==> src/hw/rtl/adfp_pkg.sv <==
// ----------------------------------------------------------------------------
// adfp_pkg
// Shared constants, types and tables for the ASCII decimal to fixed-point core.
// ----------------------------------------------------------------------------
package adfp_pkg;

    localparam int VALUE_BITS = 16;
    localparam int MAG_W      = VALUE_BITS - 1;
    localparam int GROW_W     = MAG_W + 4;
    localparam int TDATA_W    = ((VALUE_BITS + 8 + 7) / 8) * 8;
    localparam int TUSER_W    = 4;

    localparam logic [MAG_W-1:0] MAX_MAG = {MAG_W{1'b1}};

    localparam logic [7:0] CH_MINUS = 8'h2D;
    localparam logic [7:0] CH_POINT = 8'h2E;
    localparam logic [7:0] CH_ZERO  = 8'h30;
    localparam logic [7:0] CH_NINE  = 8'h39;

    localparam logic [1:0] PH_FIRST = 2'd0;
    localparam logic [1:0] PH_INT   = 2'd1;
    localparam logic [1:0] PH_FRAC  = 2'd2;

    localparam logic [1:0] ST_OK       = 2'd0;
    localparam logic [1:0] ST_NODIGITS = 2'd1;
    localparam logic [1:0] ST_OVERFLOW = 2'd2;

    localparam logic [1:0] END_TERM  = 2'd0;
    localparam logic [1:0] END_LIMIT = 2'd1;
    localparam logic [1:0] END_BUF   = 2'd2;

    localparam logic [2:0] FD_RESET = 3'd2;

    // Largest magnitude that survives n further scalings by ten
    localparam logic [63:0] LIM_0 = 64'(MAX_MAG);
    localparam logic [63:0] LIM_1 = LIM_0 / 10;
    localparam logic [63:0] LIM_2 = LIM_0 / 100;
    localparam logic [63:0] LIM_3 = LIM_0 / 1000;
    localparam logic [63:0] LIM_4 = LIM_0 / 10000;
    localparam logic [63:0] LIM_5 = LIM_0 / 100000;
    localparam logic [63:0] LIM_6 = LIM_0 / 1000000;
    localparam logic [63:0] LIM_7 = LIM_0 / 10000000;

    localparam logic [63:0] P10_0 = 64'd1;
    localparam logic [63:0] P10_1 = 64'd10;
    localparam logic [63:0] P10_2 = 64'd100;
    localparam logic [63:0] P10_3 = 64'd1000;
    localparam logic [63:0] P10_4 = 64'd10000;
    localparam logic [63:0] P10_5 = 64'd100000;
    localparam logic [63:0] P10_6 = 64'd1000000;
    localparam logic [63:0] P10_7 = 64'd10000000;

    typedef struct packed {
        logic [MAG_W-1:0] mag;
        logic             neg;
        logic             dseen;
        logic             ovf;
        logic [2:0]       scale_n;
        logic [1:0]       how;
        logic [7:0]       term;
    } t_close;

    function automatic logic [MAG_W-1:0] sat_limit(input logic [2:0] n);
        logic [63:0] l;
        unique case (n)
            3'd0: l = LIM_0;
            3'd1: l = LIM_1;
            3'd2: l = LIM_2;
            3'd3: l = LIM_3;
            3'd4: l = LIM_4;
            3'd5: l = LIM_5;
            3'd6: l = LIM_6;
            3'd7: l = LIM_7;
            default: l = LIM_0;
        endcase
        return l[MAG_W-1:0];
    endfunction

    // Low bits of 10^n; enough since unsaturated products fit in MAG_W bits
    function automatic logic [MAG_W-1:0] pow10_low(input logic [2:0] n);
        logic [63:0] p;
        unique case (n)
            3'd0: p = P10_0;
            3'd1: p = P10_1;
            3'd2: p = P10_2;
            3'd3: p = P10_3;
            3'd4: p = P10_4;
            3'd5: p = P10_5;
            3'd6: p = P10_6;
            3'd7: p = P10_7;
            default: p = P10_0;
        endcase
        return p[MAG_W-1:0];
    endfunction

endpackage

==> src/hw/rtl/adfp_parse.sv <==
// ----------------------------------------------------------------------------
// adfp_parse
// Per-character field state: sign, digits, point, fraction count, closing.
// ----------------------------------------------------------------------------
module adfp_parse import adfp_pkg::*; (
    input  logic       i_clk,
    input  logic       i_rst_n,
    input  logic [2:0] i_fd,
    input  logic       i_valid,
    input  logic [7:0] i_char,
    input  logic       i_last,
    input  logic       i_take,
    output logic       o_adv,
    output logic       o_cl_valid,
    output t_close     o_cl
);

    logic [MAG_W-1:0] r_mag, n_mag;
    logic             r_neg, n_neg;
    logic [1:0]       r_phase, n_phase;
    logic [2:0]       r_dec, n_dec;
    logic             r_dseen, n_dseen;
    logic             r_ovf, n_ovf;
    logic             r_cl_valid, n_cl_valid;
    t_close           r_cl, n_cl;

    logic              first;
    logic [1:0]        ph;
    logic              is_digit;
    logic [GROW_W-1:0] mag_w;
    logic [GROW_W-1:0] grown;
    logic              close_now;
    logic [1:0]        how;
    logic [7:0]        term;

    assign o_adv = i_valid && (!r_cl_valid || i_take);

    always_comb begin
        first    = (r_phase == PH_FIRST);
        ph       = first ? PH_INT : r_phase;
        is_digit = (i_char >= CH_ZERO) && (i_char <= CH_NINE);
        mag_w    = GROW_W'(r_mag);
        grown    = (mag_w << 3) + (mag_w << 1) + GROW_W'(i_char[3:0]);

        n_mag     = r_mag;
        n_neg     = r_neg;
        n_phase   = ph;
        n_dec     = r_dec;
        n_dseen   = r_dseen;
        n_ovf     = r_ovf;
        close_now = 1'b0;
        how       = END_BUF;
        term      = 8'd0;

        if (first && i_char == CH_MINUS) begin
            n_neg     = 1'b1;
            close_now = i_last;
        end else if (is_digit) begin
            n_dseen = 1'b1;
            if (grown > GROW_W'(MAX_MAG)) begin
                n_mag = MAX_MAG;
                n_ovf = 1'b1;
            end else begin
                n_mag = grown[MAG_W-1:0];
            end
            if (ph == PH_FRAC) begin
                n_dec = r_dec + 3'd1;
            end
            if (ph == PH_FRAC && n_dec == i_fd) begin
                close_now = 1'b1;
                how       = END_LIMIT;
            end else begin
                close_now = i_last;
            end
        end else if (i_char == CH_POINT && ph != PH_FRAC && i_fd != 3'd0) begin
            n_phase   = PH_FRAC;
            close_now = i_last;
        end else begin
            close_now = 1'b1;
            how       = END_TERM;
            term      = i_char;
        end

        n_cl.mag     = n_mag;
        n_cl.neg     = n_neg;
        n_cl.dseen   = n_dseen;
        n_cl.ovf     = n_ovf;
        n_cl.scale_n = (i_fd > n_dec) ? (i_fd - n_dec) : 3'd0;
        n_cl.how     = how;
        n_cl.term    = term;

        n_cl_valid = r_cl_valid && !i_take;
        if (o_adv) begin
            n_cl_valid = close_now;
        end

        if (!o_adv) begin
            n_mag   = r_mag;
            n_neg   = r_neg;
            n_phase = r_phase;
            n_dec   = r_dec;
            n_dseen = r_dseen;
            n_ovf   = r_ovf;
        end else if (close_now) begin
            n_mag   = '0;
            n_neg   = 1'b0;
            n_phase = PH_FIRST;
            n_dec   = 3'd0;
            n_dseen = 1'b0;
            n_ovf   = 1'b0;
        end
    end

    always_ff @(posedge i_clk) begin
        if (!i_rst_n) begin
            r_mag      <= '0;
            r_neg      <= 1'b0;
            r_phase    <= PH_FIRST;
            r_dec      <= 3'd0;
            r_dseen    <= 1'b0;
            r_ovf      <= 1'b0;
            r_cl_valid <= 1'b0;
        end else begin
            r_mag      <= n_mag;
            r_neg      <= n_neg;
            r_phase    <= n_phase;
            r_dec      <= n_dec;
            r_dseen    <= n_dseen;
            r_ovf      <= n_ovf;
            r_cl_valid <= n_cl_valid;
        end
    end

    always_ff @(posedge i_clk) begin
        if (o_adv) begin
            r_cl <= n_cl;
        end
    end

    assign o_cl_valid = r_cl_valid;
    assign o_cl       = r_cl;

endmodule

==> src/hw/rtl/adfp_scale.sv <==
// ----------------------------------------------------------------------------
// adfp_scale
// Applies missing fraction scaling with saturation and drives the result register.
// ----------------------------------------------------------------------------
module adfp_scale import adfp_pkg::*; (
    input  logic                  i_clk,
    input  logic                  i_rst_n,
    input  logic                  i_cl_valid,
    input  t_close                i_cl,
    output logic                  o_take,
    output logic                  o_valid,
    input  logic                  i_ready,
    output logic [VALUE_BITS-1:0] o_value,
    output logic [1:0]            o_status,
    output logic [1:0]            o_ended_by,
    output logic [7:0]            o_term
);

    logic                  r_valid, n_valid;
    logic [VALUE_BITS-1:0] r_value, n_value;
    logic [1:0]            r_status, n_status;
    logic [1:0]            r_ended_by;
    logic [7:0]            r_term;

    logic [2*MAG_W-1:0]    prod;
    logic                  sat;
    logic [MAG_W-1:0]      scaled;
    logic [VALUE_BITS-1:0] mag_ext;

    assign o_take = i_cl_valid && (!r_valid || i_ready);

    always_comb begin
        prod    = (2*MAG_W)'(i_cl.mag) * (2*MAG_W)'(pow10_low(i_cl.scale_n));
        sat     = i_cl.mag > sat_limit(i_cl.scale_n);
        scaled  = sat ? MAX_MAG : prod[MAG_W-1:0];
        mag_ext = VALUE_BITS'(scaled);
        if (!i_cl.dseen) begin
            n_value  = '0;
            n_status = ST_NODIGITS;
        end else begin
            n_value  = i_cl.neg ? (-mag_ext) : mag_ext;
            n_status = (i_cl.ovf || sat) ? ST_OVERFLOW : ST_OK;
        end
        n_valid = o_take || (r_valid && !i_ready);
    end

    always_ff @(posedge i_clk) begin
        if (!i_rst_n) begin
            r_valid <= 1'b0;
        end else begin
            r_valid <= n_valid;
        end
    end

    always_ff @(posedge i_clk) begin
        if (o_take) begin
            r_value    <= n_value;
            r_status   <= n_status;
            r_ended_by <= i_cl.how;
            r_term     <= i_cl.term;
        end
    end

    assign o_valid    = r_valid;
    assign o_value    = r_value;
    assign o_status   = r_status;
    assign o_ended_by = r_ended_by;
    assign o_term     = r_term;

endmodule

==> src/hw/rtl/ascii_decimal_to_fixed_point_core.sv <==
// ----------------------------------------------------------------------------
// ascii_decimal_to_fixed_point_core
// Streams ASCII characters in, emits one signed fixed-point result per field.
// ----------------------------------------------------------------------------
// Throughput: one character per cycle while results are taken, limited by the field state update loop.
// Path: a closing character passes the input register, close register and result
//   register in that order before its result is valid.
// Reset: synchronous active low; clears field state, empties all stages and
//   sets fraction digits to 2. No clearing pass.
module ascii_decimal_to_fixed_point_core import adfp_pkg::*; (
    input  logic               i_clk,
    input  logic               i_rst_n,
    input  logic               s_axis_tvalid,
    output logic               s_axis_tready,
    input  logic [7:0]         s_axis_tdata,   // [7:0] character
    input  logic               s_axis_tlast,   // ends_buffer
    output logic               m_axis_tvalid,
    input  logic               m_axis_tready,
    output logic [TDATA_W-1:0] m_axis_tdata,   // value, terminator
    output logic [TUSER_W-1:0] m_axis_tuser,   // [1:0] status, [3:2] ended_by
    input  logic               i_cfg_valid,
    output logic               o_cfg_ready,
    input  logic [2:0]         i_cfg_data
);

    logic       r_in_valid, n_in_valid;
    logic [7:0] r_char;
    logic       r_last;
    logic [2:0] r_fd;

    logic                  adv;
    logic                  take;
    logic                  cl_valid;
    t_close                cl;
    logic [VALUE_BITS-1:0] value;
    logic [1:0]            status;
    logic [1:0]            ended_by;
    logic [7:0]            term;

    assign o_cfg_ready   = 1'b1;
    assign s_axis_tready = !r_in_valid || adv;

    always_comb begin
        n_in_valid = r_in_valid && !adv;
        if (s_axis_tvalid && s_axis_tready) begin
            n_in_valid = 1'b1;
        end
    end

    always_ff @(posedge i_clk) begin
        if (!i_rst_n) begin
            r_in_valid <= 1'b0;
            r_fd       <= FD_RESET;
        end else begin
            r_in_valid <= n_in_valid;
            if (i_cfg_valid && o_cfg_ready) begin
                r_fd <= i_cfg_data;
            end
        end
    end

    always_ff @(posedge i_clk) begin
        if (s_axis_tvalid && s_axis_tready) begin
            r_char <= s_axis_tdata;
            r_last <= s_axis_tlast;
        end
    end

    adfp_parse u_parse (
        .i_clk      (i_clk),
        .i_rst_n    (i_rst_n),
        .i_fd       (r_fd),
        .i_valid    (r_in_valid),
        .i_char     (r_char),
        .i_last     (r_last),
        .i_take     (take),
        .o_adv      (adv),
        .o_cl_valid (cl_valid),
        .o_cl       (cl)
    );

    adfp_scale u_scale (
        .i_clk      (i_clk),
        .i_rst_n    (i_rst_n),
        .i_cl_valid (cl_valid),
        .i_cl       (cl),
        .o_take     (take),
        .o_valid    (m_axis_tvalid),
        .i_ready    (m_axis_tready),
        .o_value    (value),
        .o_status   (status),
        .o_ended_by (ended_by),
        .o_term     (term)
    );

    assign m_axis_tdata = TDATA_W'({term, value});
    assign m_axis_tuser = {ended_by, status};

endmodule

==> config.mk <==
export PLATFORM = sky130hd
export DESIGN_NAME = ascii_decimal_to_fixed_point_core
export DESIGN_NICKNAME = d
export VERILOG_FILES = /design/src/hw/rtl/adfp_pkg.sv /design/src/hw/rtl/adfp_parse.sv /design/src/hw/rtl/adfp_scale.sv /design/src/hw/rtl/ascii_decimal_to_fixed_point_core.sv
export SDC_FILE = /design/constraint.sdc
export NUM_CORES = 1
export LEC_CHECK = 0
export BUFFER_PORTS_ARGS = -buffer_cell sky130_fd_sc_hd__buf_2
export CORE_MARGIN = 2
export CORE_UTILIZATION = 40
export CTS_CLUSTER_SIZE = 16
export DETAILED_ROUTE_END_ITERATION = 7
export GPL_ROUTABILITY_DRIVEN = 0
export GPL_TIMING_DRIVEN = 0
export PLACE_DENSITY = 0.55
export SKIP_LAST_GASP = 1
export SLEW_MARGIN = 20
export SYNTH_ARGS = -nofsm -noshare
export SYNTH_HDL_FRONTEND = slang
export SYNTH_HIERARCHICAL = 1
export SYNTH_SLANG_ARGS = --single-unit
==> constraint.sdc <==
create_clock -name i_clk -period 8.34 [get_ports i_clk]
set_input_delay 1.251 -clock i_clk [delete_from_list [all_inputs] [get_ports i_clk]]
set_output_delay 1.251 -clock i_clk [all_outputs]
set_load 0.02 [all_outputs]
# == After elaboration in Yosys (flattened, before gate mapping) ==
# Memories as Yosys holds them, arrays and structs flattened. A register that Yosys moved wholly into a read port is not among the register bits.
# Cells that the tools add are included.
# op_classes
n_reduce_logical,26
n_lt_le_gt_ge,5
n_mux,40
add_sub_neg,5
n_mul,1
eq_ne,5
# ops
op,count
two-way mux 15 bit,6
two-way mux 3 bit,10
adder 18 x 16 -> 19 bit,1
adder 19 x 4 -> 19 bit,1
greater-than comparator 19 x 15 -> 1 bit (second input constant),1
two-way mux 2 bit,9
equality test 8 x 6 -> 1 bit (second input constant),2
negation 15 -> 16 bit,1
greater-than comparator 15 bit,1
multiplier 15 x 15 -> 15 bit,1
two-way mux 1 bit,15
logical AND 1 bit,11
>= comparator 8 x 6 -> 1 bit (second input constant),1
less-or-equal comparator 8 x 6 -> 1 bit (second input constant),1
logical NOT 1 bit,6
logical OR 1 bit,5
adder 3 x 1 -> 3 bit (second input constant),1
equality test 3 bit,1
greater-than comparator 3 bit,1
nonzero test 3 bit,1
OR reduction 3 bit,1
subtractor 3 bit,1
equality test 2 bit (second input constant),1
logical NOT 2 bit,1
other kinds (2),2
# totals
regBits,97
out_inout_bits,31
romBits,288
mem_count,2
wordCells,108
inputBits,17
# mem_list
name,depth,width,read_ports,rd_ports_with_merged_regs,wr,line,rtl
(name not given),8,21,1,1,0,adfp_pkg.sv:82,unique case (n)
(name not given),8,15,1,1,0,adfp_pkg.sv:65,unique case (n)

# == Longest topological paths before layout ==
# depth
word_depth,12
mapped_depth,27
mapped_depth_nobuf,26

# == By module ==
# Netlist, hierarchy kept.
# by_module_without_submodules
module,seq_area_each_um2,cells_per_inst,area_each_um2,instances
adfp_scale,860.8,585,5368.9,1
adfp_parse,1411.4,352,3417.0,1
ascii_decimal_to_fixed_point_core,350.3,25,439.2,1

# == Worst setup path after synthesis ==
# OpenSTA, ideal clock, no wires.
# synth_timing
path_type,register to register
start,"reg, netlist name u_parse/o_cl[10]"
end,reg u_scale.r_value[14] (netlist: u_scale/o_value[14]) (data pin)
arrival_ns,6.647
setup_time_ns,0.259
synth_period_minus_slack_ns,6.906
path_buffers,1
required_time_ns,8.081
slack_ns,1.434
path_stages_with_launch,26
cell_sequence,edfxtp_1 inv_1 ha_1 nor2b_1 clkbuf_1 ha_1 inv_1 fa_1 fa_1 inv_1 fa_1 ha_1 fa_1 inv_1 fa_1 inv_1 ha_1 o21a_1 nand3_1 a21oi_1 a2111oi_0 xnor2_1 or3_4 o31ai_4 nand3_1 nor3b_2
# synth_rtl
item,line,rtl
end signal: assignment,adfp_scale.sv:57,r_value <= n_value;
end: declaration,adfp_scale.sv:20,"logic [VALUE_BITS-1:0] r_value, n_value;"

==> impl_table.tex <==
\begin{tabular}{lr}
\hline
Metric & Value \\
\hline
\multicolumn{2}{l}{\textbf{Status}} \\
Outcome & finished clean \\
\multicolumn{2}{l}{\textbf{Drt}} \\
Residual DRC count & 0 \\
Violation count after the first detailed-route iteration & $\sim$280 \\
Total number of vias & approximately 6,800 \\
Routed length per instance & 15.6 µm \\
Via count normalized by instance count & between 5 and 6 \\
Post-detailed-route count of antenna-violating nets & 0 \\
Drt first pass iters & 6 \\
Total Routed Length & between 20,000 and 25,000 µm \\
\multicolumn{2}{l}{\textbf{STA}} \\
Worst hold slack across all endpoints & 0.422 ns \\
Time the final worst path needs with I/O delays and setup & between 7 and 8 ns \\
Unrepaired setup endpoints after global routing & no \\
Hold Fails Final Rpt & 0 \\
Worst slew margin relative to its limit & 0.404 \\
Max Clk Rate & 0.129 GHz \\
Share of the clock period used by the worst path & 0.932 \\
Setup TNS after final layout & 0 ns \\
Final setup violation count & 0 \\
Clk\_skew & 0.0153 ns \\
Slew at the pin closest to its max-slew limit & a little under 0.9 ns \\
Total count of max-transition violations in the final report & 0 \\
\multicolumn{2}{l}{\textbf{Final layout}} \\
Fraction of layout instances using a drive strength above 1 & 0.0976 \\
Post-route design area & about 10,000 µm² \\
Fill cells & roughly 2,200 \\
Final net count & roughly 1,200 \\
Number of inserted diodes & 0 \\
Post-route insts no fill & 1,310 \\
Area growth, synth to finish & 10.2\% \\
\multicolumn{2}{l}{\textbf{Clocking}} \\
Clock tree from TritonCTS & built \\
Number of setup buffers added after CTS & 0 \\
Number of H-tree levels & 3 \\
Sink count of the clock tree & 97 \\
Post-CTS Hold Buffers & 0 \\
Number of buffers inserted during clock tree synthesis & 9 \\
Clock slew seen by the registers of the worst setup and hold paths & 0.08 ns \\
Largest buffer count on any clock path & 2 \\
Clock latency of the later-clocked register in the worst-skew pair & around 0.36 ns \\
Root cell of the clock tree & sky130\_fd\_sc\_hd\_\_clkbuf\_16 \\
\multicolumn{2}{l}{\textbf{Die}} \\
Die X-Extent & 156 µm \\
Area of the die & $\sim$24,000 µm² \\
Total I/O pin count & 48 \\
Core Area & $\sim$23,000 µm² \\
Die boundary height & 156 µm \\
Initial core utilization & 0.407 \\
Number of rows in the core area & 55 \\
\multicolumn{2}{l}{\textbf{Logic synthesis}} \\
Post-synthesis instance area & between 9000 and 10,000 µm² \\
Flip-flop and latch count after synthesis & a little under 100 \\
Instance count of the mapped netlist & about 960 \\
Post-Syn Area per Cell & between 9 and 10 µm² \\
Synth Flop Type & sky130\_fd\_sc\_hd\_\_edfxtp\_1 \\
Nets in the synthesized netlist & between 1,000 and 1,500 \\
Share of synthesized area occupied by flip-flops and latches & 0.284 \\
Number of enable flip-flop cells after synthesis & 68 \\
Count of different cell masters after synthesis & between 70 and 80 \\
Number of warning messages in the yosys log & 6 \\
Post-synthesis async set-or-reset flop share & 0 \\
\multicolumn{2}{l}{\textbf{Placed design}} \\
DP Wirelength & 16,300 µm \\
Number of buffers inserted by port buffering & 46 \\
Placed cell count & between 1,000 and 1,500 \\
Cell area after placement & about 9800 µm² \\
\multicolumn{2}{l}{\textbf{Critical path}} \\
Number of cells on the worst reg-to-reg path & 24 \\
Startpoint kind of the worst setup timing path & register \\
CP Class & reg -> reg \\
Required arrival time at the worst endpoint & $\sim$8.5 ns \\
Highest net fanout along the worst path & 10 \\
Critical path data arrival time & roughly 8 ns \\
Endpoint type of the worst setup path & register \\
\multicolumn{2}{l}{\textbf{Global route}} \\
Number of antenna violations at the first check in global routing & 0 \\
Maximum number of pins on one net before global-route repair & 36 \\
Overflow left after global routing & 0 \\
Wire length of the first global-routing pass & about 34,000 µm \\
Number of global-route vias before repair & about 6,900 \\
Total Routing Usage GR & 0.178 \\
\multicolumn{2}{l}{\textbf{Pwr}} \\
Worst ir drop on vdd & 0.000134 V \\
Leakage Power & 4.56 nW \\
Pwr/cell area & 197 nW/µm² \\
PnR Total Power & around 2 mW \\
\multicolumn{2}{l}{\textbf{Min path}} \\
WHS Path Cells & 0 \\
Worst hold-check path type & reg -> reg \\
\multicolumn{2}{l}{\textbf{Job}} \\
Maxcap violations & 0 \\
\hline
\end{tabular}
per-layer routing:
metal,track usage,share of wire
met1,0.238,0.47
met2,0.297,0.47
met3,0.0286,0.035
met4,0.0546,0.026
met5,0,0
through the flow:
step | utilization | worst slack, ns
global route | 0.449 | 0.103
finish | 0.449 | 0.566
detailed placement | 0.435 | 0.400
floorplan | - | 1.43
CTS | 0.449 | 0.371
global placement | 0.433 | 0.390
worst paths after layout:
check              startpoint  slack [ns]                   to
max          u_parse/o_cl[10]        0.57  u_scale/o_value[14]
min           u_parse/o_cl[1]        0.42    u_scale/o_term[1]
max reg2reg  u_parse/o_cl[10]        0.57  u_scale/o_value[14]
min reg2reg   u_parse/o_cl[1]        0.42    u_scale/o_term[1]
where the power goes:
part           switching [mW]  total [mW]  leakage [nW]  internal, mW
registers              0.0179       0.572         0.879         0.554
clock network           0.209       0.428         0.156         0.219
logic                   0.594       0.999          3.53         0.405
synth_stat cells (8+ instances only):
cell type,instances,share of area
sky130_fd_sc_hd__o21ai_0,28,0.015
sky130_fd_sc_hd__nand3_1,18,0.0098
sky130_fd_sc_hd__mux2i_1,8,0.0087
sky130_fd_sc_hd__xor2_1,14,0.013
sky130_fd_sc_hd__nand2b_1,9,0.0061
sky130_fd_sc_hd__xnor2_1,38,0.036
sky130_fd_sc_hd__and3_1,13,0.0088
sky130_fd_sc_hd__nand2_1,69,0.028
sky130_fd_sc_hd__clkbuf_1,26,0.011
sky130_fd_sc_hd__dfxtp_1,29,0.063
sky130_fd_sc_hd__a31oi_1,22,0.015
sky130_fd_sc_hd__inv_1,125,0.051
sky130_fd_sc_hd__a21o_1,16,0.013
sky130_fd_sc_hd__nor2_1,59,0.024
sky130_fd_sc_hd__fa_1,68,0.15
sky130_fd_sc_hd__ha_1,105,0.14
sky130_fd_sc_hd__a21oi_1,40,0.022
sky130_fd_sc_hd__edfxtp_1,68,0.22
sky130_fd_sc_hd__nor2b_1,14,0.0095
sky130_fd_sc_hd__nor3_1,11,0.0060
sky130_fd_sc_hd__and2_1,58,0.039
kinds of logic (layout without fill, tap and decap cells):
group	count (synthesis)	count (layout)	share of synthesized area
flops	97	97	0.284
other cells	1	1	0.000406
fa+ha+maj	173	173	0.290
simple gates	299	299	0.171
compound gates	167	167	0.121
mux	11	11	0.0123
buf+inv	160	223	0.0661
xor+xnor	54	54	0.0543
cells in the final DEF (no fill, tap or decap), types with 25 or more instances in the layout:
| cell type | Yosys | routed |
|---|---|---|
| sky130_fd_sc_hd__edfxtp_1 | 68 | 68 |
| sky130_fd_sc_hd__inv_1 | 125 | 124 |
| sky130_fd_sc_hd__clkbuf_1 | 26 | 25 |
| sky130_fd_sc_hd__o21ai_0 | 28 | 28 |
| sky130_fd_sc_hd__dfxtp_1 | 29 | 29 |
| sky130_fd_sc_hd__fa_1 | 68 | 68 |
| sky130_fd_sc_hd__xnor2_1 | 38 | 38 |
| sky130_fd_sc_hd__nor2_1 | 59 | 59 |
| sky130_fd_sc_hd__buf_2 | 4 | 50 |
| sky130_fd_sc_hd__nand2_1 | 69 | 69 |
| sky130_fd_sc_hd__and2_1 | 58 | 58 |
| sky130_fd_sc_hd__a21oi_1 | 40 | 40 |
| sky130_fd_sc_hd__ha_1 | 105 | 105 |
what timing repair did:
action	4_1_cts	5_1_grt
gates resized for setup	0	2
endpoints found under the hold margin	0	0
endpoints found under the setup margin	0	2
registers in the layout, summed over array words and instances, names as in the netlist, 2 cells and up:
register	flops
u_scale/o_term	8
u_parse/r_phase	2
u_parse/o_cl	31
u_parse/r_dec	3
u_scale/o_status	2
u_parse/r_mag	15
r_fd	3
u_scale/o_ended_by	2
r_char	8
u_scale/o_value	16
area by class of cell:
cell class	instances	area, µm²	area share
plain buffers	34	138	0.0135
clock buffers	9	225	0.0221
clock inverters	7	96.3	0.00947
inverters	126	473	0.0465
multi-input cells	705	6000	0.590
flip-flops and latches	97	2620	0.258
well taps	285	357	0.0351
repair buffers	47	258	0.0253
critical path, cell delays in order (launching register included):
cell and delay, ns:
sky130_fd_sc_hd__edfxtp_1 0.51, sky130_fd_sc_hd__inv_1 0.19, sky130_fd_sc_hd__ha_1 0.32, sky130_fd_sc_hd__clkbuf_1 0.47
sky130_fd_sc_hd__nand2_1 0.19, sky130_fd_sc_hd__nand2_1 0.31, sky130_fd_sc_hd__nand2_1 0.13, sky130_fd_sc_hd__fa_1 0.53
sky130_fd_sc_hd__fa_1 0.51, sky130_fd_sc_hd__inv_1 0.04, sky130_fd_sc_hd__ha_1 0.32, sky130_fd_sc_hd__fa_1 0.52
sky130_fd_sc_hd__fa_1 0.55, sky130_fd_sc_hd__inv_1 0.06, sky130_fd_sc_hd__fa_1 0.56, sky130_fd_sc_hd__inv_1 0.05
sky130_fd_sc_hd__ha_1 0.35, sky130_fd_sc_hd__nand3_1 0.09, sky130_fd_sc_hd__a21oi_1 0.04, sky130_fd_sc_hd__a2111oi_0 0.65
sky130_fd_sc_hd__xnor2_1 0.23, sky130_fd_sc_hd__or3_4 0.40, sky130_fd_sc_hd__o31ai_4 0.27, sky130_fd_sc_hd__nand3_1 0.10
sky130_fd_sc_hd__nor3b_2 0.17
(Power assumes the default switching activity.)
